`config.mk`:
```
export PLATFORM = sky130hd
export DESIGN_NAME = pwcp_scan
export DESIGN_NICKNAME = d
export VERILOG_FILES = /design/src/design/pwcp_pkg.sv /design/src/design/pwcp_scan.sv
export SDC_FILE = /design/constraint.sdc
export NUM_CORES = 2
export LEC_CHECK = 0
export BUFFER_PORTS_ARGS = -buffer_cell sky130_fd_sc_hd__clkbuf_2
export CORE_AREA = 8 8 309 311
export DETAILED_ROUTE_END_ITERATION = 7
export DIE_AREA = 0 0 317 319
export GPL_TIMING_DRIVEN = 0
export PLACE_DENSITY = 0.57
export SYNTH_ARGS = -nofsm -noshare
export SYNTH_HDL_FRONTEND = slang
export SYNTH_SLANG_ARGS = --single-unit
```
`constraint.sdc`:
```
create_clock -name clock -period 15 [get_ports clock]
set_input_delay 2.25 -clock clock [delete_from_list [all_inputs] [get_ports clock]]
set_output_delay 2.25 -clock clock [all_outputs]
set_load 0.02 [all_outputs]
```
`src/design/pwcp_pkg.sv`:
```
// Shared types and constants of the popularity weighted cache policy.
package pwcp_pkg;

   localparam logic [2:0] CMD_INSERT  = 3'd0;
   localparam logic [2:0] CMD_REQUEST = 3'd1;
   localparam logic [2:0] CMD_PROBE   = 3'd2;
   localparam logic [2:0] CMD_REMOVE  = 3'd3;
   localparam logic [2:0] CMD_EVICT   = 3'd4;
   localparam logic [2:0] CMD_SWEEP   = 3'd5;
   localparam logic [2:0] CMD_REBAL   = 3'd6;
   localparam logic [2:0] CMD_UNUSED  = 3'd7;

   localparam logic [1:0] STAT_OK      = 2'd0;
   localparam logic [1:0] STAT_MISS    = 2'd1;
   localparam logic [1:0] STAT_DROP    = 2'd2;
   localparam logic [1:0] STAT_PRESENT = 2'd3;

   localparam logic KIND_ANSWER = 1'b0;
   localparam logic KIND_EVICT  = 1'b1;

   localparam int CSR_IDX_W = 2;
   localparam logic [CSR_IDX_W-1:0] CSR_CAPACITY = 2'd0;
   localparam logic [CSR_IDX_W-1:0] CSR_EXPIRY   = 2'd1;
   localparam logic [CSR_IDX_W-1:0] CSR_HOPLIMIT = 2'd2;

   localparam logic [39:0] CAPACITY_RESET = 40'd67108864;
   localparam logic [31:0] EXPIRY_RESET   = 32'd3600000;
   localparam logic [7:0]  HOPLIMIT_RESET = 8'd10;

   localparam logic [40:0] USED_MAX = {41{1'b1}};
   localparam logic [31:0] HITS_MAX = {32{1'b1}};

   typedef struct packed {
      logic [2:0]  cmd;
      logic [63:0] key;
      logic [31:0] item_size;
      logic [15:0] popularity;
      logic [7:0]  hops;
      logic [47:0] now_time;
   } req_type;

   typedef struct packed {
      logic        kind;
      logic [63:0] out_key;
      logic [1:0]  status;
      logic [31:0] hit_total;
      logic [40:0] bytes_in_use;
      logic [4:0]  entries_in_use;
      logic        last;
   } rsp_type;

   typedef struct packed {
      logic [63:0] key;
      logic [31:0] size;
      logic [15:0] popularity;
      logic [31:0] hits;
      logic [47:0] ins_time;
      logic [63:0] stamp;
   } slot_type;

endpackage

```
`src/design/pwcp_scan.sv`:
```
// Scan unit that finds the matching key and the live slot with the lowest popularity-weighted score.
module pwcp_scan import pwcp_pkg::*; #(
   parameter int ENTRIES = 16,
   localparam int IW = $clog2(ENTRIES)
) (
   input  logic          clock,
   input  logic          reset,
   input  logic          start,
   input  logic          ent_vld,
   input  logic [IW-1:0] ent_idx,
   input  logic          ent_live,
   input  slot_type      ent,
   input  logic [63:0]   key,
   output logic          done,
   output logic          found,
   output logic [IW-1:0] match_idx,
   output logic          vfound,
   output logic [IW-1:0] victim_idx
);

   logic          s1_vld_ff;
   logic [IW-1:0] s1_idx_ff;
   logic          s1_live_ff;
   logic          s1_match_ff;
   logic [47:0]   s1_score_ff;
   logic [63:0]   s1_stamp_ff;
   logic          done_ff;
   logic          found_ff;
   logic [IW-1:0] match_ff;
   logic          vfound_ff;
   logic [IW-1:0] victim_ff;
   logic [47:0]   best_ff;
   logic [63:0]   best_stamp_ff;
   logic [32:0]   hits_p1;
   logic [48:0]   prod;
   logic          better;

   assign hits_p1 = {1'b0, ent.hits} + 33'd1;
   assign prod = 49'(ent.popularity) * 49'(hits_p1);
   assign better = !vfound_ff || (s1_score_ff < best_ff) ||
                   ((s1_score_ff == best_ff) && (s1_stamp_ff < best_stamp_ff));

   always_ff @(posedge clock) begin
      if (reset) begin
         s1_vld_ff <= 1'b0;
         done_ff   <= 1'b0;
         found_ff  <= 1'b0;
         vfound_ff <= 1'b0;
      end else if (start) begin
         s1_vld_ff <= 1'b0;
         done_ff   <= 1'b0;
         found_ff  <= 1'b0;
         vfound_ff <= 1'b0;
      end else begin
         s1_vld_ff <= ent_vld;
         if (s1_vld_ff && s1_live_ff) begin
            if (s1_match_ff) begin
               found_ff <= 1'b1;
               match_ff <= s1_idx_ff;
            end
            if (better) begin
               vfound_ff     <= 1'b1;
               victim_ff     <= s1_idx_ff;
               best_ff       <= s1_score_ff;
               best_stamp_ff <= s1_stamp_ff;
            end
         end
         if (s1_vld_ff && (s1_idx_ff == IW'(ENTRIES - 1))) begin
            done_ff <= 1'b1;
         end
      end
      s1_idx_ff   <= ent_idx;
      s1_live_ff  <= ent_live;
      s1_match_ff <= (ent.key == key);
      s1_score_ff <= prod[47:0];
      s1_stamp_ff <= ent.stamp;
   end

   assign done       = done_ff;
   assign found      = found_ff;
   assign match_idx  = match_ff;
   assign vfound     = vfound_ff;
   assign victim_idx = victim_ff;

endmodule

```
## Word level (Yosys, flattened, before mapping)

Cells that the tools add are included.

| cells by class | value |
|---|---|
| add/sub/neg operators | 1 |
| eq/ne operators | 3 |
| reductions and logical operators | 11 |
| bitwise gates (word level) | 2 |
| multiply operators | 1 |
| $lt $le $gt $ge | 2 |

Operators by type and width:

| cell | count |
|---|---|
| 64-bit equality test | 1 |
| 64-bit < comparator | 1 |
| 48-bit equality test | 1 |
| 48-bit < comparator | 1 |
| 16-bit by 33-bit multiplier with 48-bit output | 1 |
| 32-bit by 1-bit adder with 33-bit output (second input constant) | 1 |
| 4-bit AND reduction | 2 |
| 4-bit equality test (second input constant) | 1 |
| 2-bit AND reduction | 2 |
| 1-bit logical AND | 3 |
| 1-bit logical OR | 2 |
| 1-bit NOT | 2 |
| 2-bit OR reduction | 1 |
| 1-bit logical NOT | 1 |

| storage, ports and cells | value |
|---|---|
| output and inout bits | 11 |
| register bits after elaboration | 242 |

## Longest topological paths before layout

| depth | value |
|---|---|
| depth in word-level cells | 4 |
| gate-level depth with buffers | 30 |
| mapped depth without buffers | 29 |

## Worst setup path before layout

No wires, ideal clock.

| path | value |
|---|---|
| kind | in2reg |
| start point | input start |
| end point | register best_ff[0] (enable) |
| arrival | 11.446 ns |
| stages | 5 |
| required time | 14.239 ns |
| setup slack | 2.793 ns |
| setup time | 0.761 ns |
| buffers on the path | 0 |
| path through | nor2_1 -> nand3_1 -> nor4_1 -> o2111ai_1 -> o31ai_1 |

| between the ends | value |
|---|---|
| word-level cells in the longest chain between the ends | 2 |

Ends and longest elaborated chain:

| item | RTL line | text |
|---|---|---|
| start, declared | pwcp_scan.sv:8 | `input logic start,` |
| 1-bit NOT (no line) | -- |  |
| 4-bit AND reduction (no line) | -- |  |
| end signal, assigned | pwcp_scan.sv:64 | `best_ff <= s1_score_ff;` |
| end, declared | pwcp_scan.sv:32 | `logic [47:0] best_ff;` |

Every way passes these cells.
A chain may end at the register's enable or synchronous reset.

## Worst setup path in the final report

| path | value |
|---|---|
| start point | input ent[112] (netlist bit) |
| end point | register s1_score_ff[42] |

| between the ends | value |
|---|---|
| word-level cells in the longest chain between the ends | 2 |

Ends and longest elaborated chain:

| item | RTL line | text |
|---|---|---|
| start, declared | pwcp_scan.sv:12 | `input slot_type ent,` |
| 32-bit by 1-bit adder with 33-bit output | pwcp_scan.sv:38 | `assign hits_p1 = {1'b0, ent.hits} + 33'd1;` |
| 16-bit by 33-bit multiplier with 48-bit output | pwcp_scan.sv:39 | `assign prod = 49'(ent.popularity) * 49'(hits_p1);` |
| named net prod[42] | pwcp_scan.sv:35 | `logic [48:0] prod;` |
| end signal, assigned | pwcp_scan.sv:75 | `s1_score_ff <= prod[47:0];` |
| end, declared | pwcp_scan.sv:25 | `logic [47:0] s1_score_ff;` |

The timed path passes the listed nets, and every way through them passes these cells.

==> results.sh <==
export IMPL_grt_pass1_wl_mm=119
export IMPL_path_clk_slew_ns=0.06
export IMPL_routed_wl_mm=76.5
export IMPL_dp_slack_ns=3.95
export IMPL_finClkSkew_ns=0.0226
export IMPL_layout_common_cells="inv_1 (576), fa_1 (431), nand2_1 (349)"
export IMPL_cap_violations=0
export IMPL_startpoint_type="input port"
export IMPL_numCtsBuffers=26
export IMPL_cp_end_kind="flip-flop"
export IMPL_final_common_cell="inv_1"
export IMPL_cp_data_required_time_ns=15.42
export IMPL_overflow=0
export IMPL_grt_pass1_vias=20833
export IMPL_firstDrtPassIters=7
export IMPL_areaGrowthSynthToFinish_pct=14.3
export IMPL_insertion_delay_ns=0.55
export IMPL_clockRootBuffer="clkbuf_16"
export IMPL_worstPathMaxFanout=10
export IMPL_grt_max_degree=20
export IMPL_hold_path_class="reg2reg"
export IMPL_fmax_mhz=94.6
export IMPL_place_hpwl_mm=64.3
export IMPL_rows=111
export IMPL_antenna_found_initial=5
export IMPL_netlist_area_um2=26900
export IMPL_ant_nets=0
export IMPL_async_reset_ff_share_pct=0
export IMPL_vias=19372
export IMPL_cts_resized=0
export IMPL_max_slew_margin_pct=16.9
export IMPL_path_class="in2reg"
export IMPL_synth_edf_count=120
export IMPL_layout_worst_path_cycle_share_pct=70.5
export IMPL_synth_seq_cells=242
export IMPL_port_buffers=259
export IMPL_start_util_pct=29.7
export IMPL_syn_avg_cell_area_um2=9.82
export IMPL_synthFlopType="dfxtp_1"
export IMPL_setup_viol=0
export IMPL_tightest_slew_ns=1.24
export IMPL_place_congestion=0.894
export IMPL_fin_crit_ns=10.57
export IMPL_drt_iter0_drc=1114
export IMPL_layout_nets=4026
export IMPL_crit_arrival_ns=10.99
export IMPL_holdWs_ns=0.424
export IMPL_hold_viol=0
export IMPL_cts_sinks=242
export IMPL_status="finished, final reports clean"
export IMPL_drc=0
export IMPL_yosysWarnings=0
export IMPL_drive_gt1_share_pct=11.5
export IMPL_gr_usage_all_layers_pct=14.9
export IMPL_rsz0062_at_grt="no"
export IMPL_cts_path_max_buffers=3
export IMPL_routedWlPerCell_um=18.0
export IMPL_core_um2=90700
export IMPL_netlist_instances=2742
export IMPL_yosys_cell_types_count=70
export IMPL_cts_hold_buf=0
export IMPL_routed_via_density=4.56
export IMPL_die_area_um2=101000
export IMPL_seq_area_frac_synth_pct=22.4
export IMPL_syn_num_nets=3731
export IMPL_die_w_um=317
export IMPL_dieHeight_um=319
export IMPL_h_tree_depth=1
export IMPL_final_setup_tns_ns=0
export IMPL_setup_slack_ns=4.43
export IMPL_cts_tree="done"
export IMPL_postCtsSetupRepairBufs=0
export IMPL_ios=340
export IMPL_slew_viol_final=0
## cell usage after synthesis (all sizes together) (2+ instances only)
master | number | share of area, %
clkbuf | 75 | 1.0
and2 | 226 | 5.3
a21o | 59 | 1.6
or3 | 3 | 0.070
buf | 17 | 0.40
a21boi | 2 | 0.070
a2111oi | 3 | 0.098
o2111ai | 2 | 0.065
nand2 | 352 | 4.9
nor2 | 52 | 0.72
o211a | 3 | 0.11
and3 | 11 | 0.26
and4 | 7 | 0.23
o211ai | 7 | 0.20
o22ai | 3 | 0.070
ha | 229 | 11
xor2 | 92 | 3.0
o31ai | 5 | 0.16
nand2b | 8 | 0.19
o21bai | 6 | 0.17
nand4 | 36 | 0.95
nand3b | 2 | 0.056
nor4 | 23 | 0.59
dfxtp | 122 | 9.1
nor3 | 18 | 0.39
fa | 431 | 32
a211o | 4 | 0.13
o21a | 5 | 0.14
a21oi | 78 | 1.5
edfxtp | 120 | 13
inv | 576 | 8.0
xnor2 | 48 | 1.7
a211oi | 7 | 0.20
o21ai | 36 | 0.67
o311ai | 2 | 0.093
nor2b | 20 | 0.46
nand3 | 29 | 0.56
a31oi | 7 | 0.16
## cells by family (layout without fill, tap and decap cells)
group	count (synthesis)	in the layout	synth area share [%]
flip-flops	242	242	22.4
multiplexers	1	1	0.0372
other	0	4	0
adder cells (fa/ha/maj)	660	660	42.7
buffers and inverters	668	983	9.47
AO/OA/AOI/OAI	241	241	5.93
AND/OR/NAND/NOR	790	790	14.7
XOR/XNOR	140	140	4.71
## through the flow
| stage | util, % | std cells | area [µm²] |
|---|---|---|---|
| after floorplan | - | 2742 | 26900 |
| after global placement | 32.8 | 4187 | 29700 |
| after detailed placement | 33.0 | 4195 | 29900 |
| after CTS | 33.9 | 4243 | 30800 |
| after global routing | 33.9 | 4244 | 30800 |
| final | 33.9 | 4247 | 30800 |
## metal layers
metal | part of all wire, % | global-route usage, %
met3 | 8.4 | 2.80
met2 | 46 | 25.1
met5 | 0.041 | 0
met1 | 42 | 19.1
met4 | 3.8 | 5.12
## path summary, 6_finish.rpt
path,slack (ns),start,depth (start not counted),end
worst max register to register,10.35,best_ff[44],12,best_ff[42]
worst min register to register,0.42,s1_stamp_ff[0],0,best_stamp_ff[0]
worst min-delay path,0.42,s1_stamp_ff[0],0,best_stamp_ff[0]
worst max-delay path,4.43,ent[112],27,s1_score_ff[42]
## flip-flops by register name, summed over array words and instances, names as in the netlist
name	count
best_ff	48
best_stamp_ff	64
done	1
found	1
match_idx	4
s1_idx_ff	4
s1_live_ff	1
s1_match_ff	1
s1_score_ff	48
s1_stamp_ff	64
s1_vld_ff	1
vfound	1
victim_idx	4
## cell type report
| type | instances | area [µm²] |
|---|---|---|
| antenna | 4 | 10.0 |
| buffer | 92 | 389 |
| clock buffer | 33 | 728 |
| clock inverter | 15 | 150 |
| fill | 9361 | 59900 |
| inverter | 576 | 2160 |
| multi-input combinational | 1832 | 18400 |
| sequential | 242 | 6050 |
| tap | 1186 | 1480 |
| timing repair buffer | 267 | 1450 |
## critical path, stage by stage
cell and delay (ns):
clkbuf_2 0.34, ha_1 0.28, nand2_1 0.16, nor4_4 0.52, nand2_1 0.13, xnor2_1 0.71, clkbuf_1 0.56, nand2_1 0.17
fa_1 0.56, inv_1 0.06, fa_1 0.56, fa_1 0.45, fa_1 0.48, fa_1 0.52, inv_1 0.06, fa_1 0.61
inv_1 0.07, ha_1 0.28, clkbuf_1 0.28, and3_1 0.26, nand3_1 0.18, nor4_1 0.21, o21ai_0 0.29, a31oi_1 0.46
o41a_1 0.27, a31oi_1 0.13, xnor2_1 0.14
Power is not shown: default switching activity piles up to over one toggle a cycle in this logic, so the estimate is an artifact.
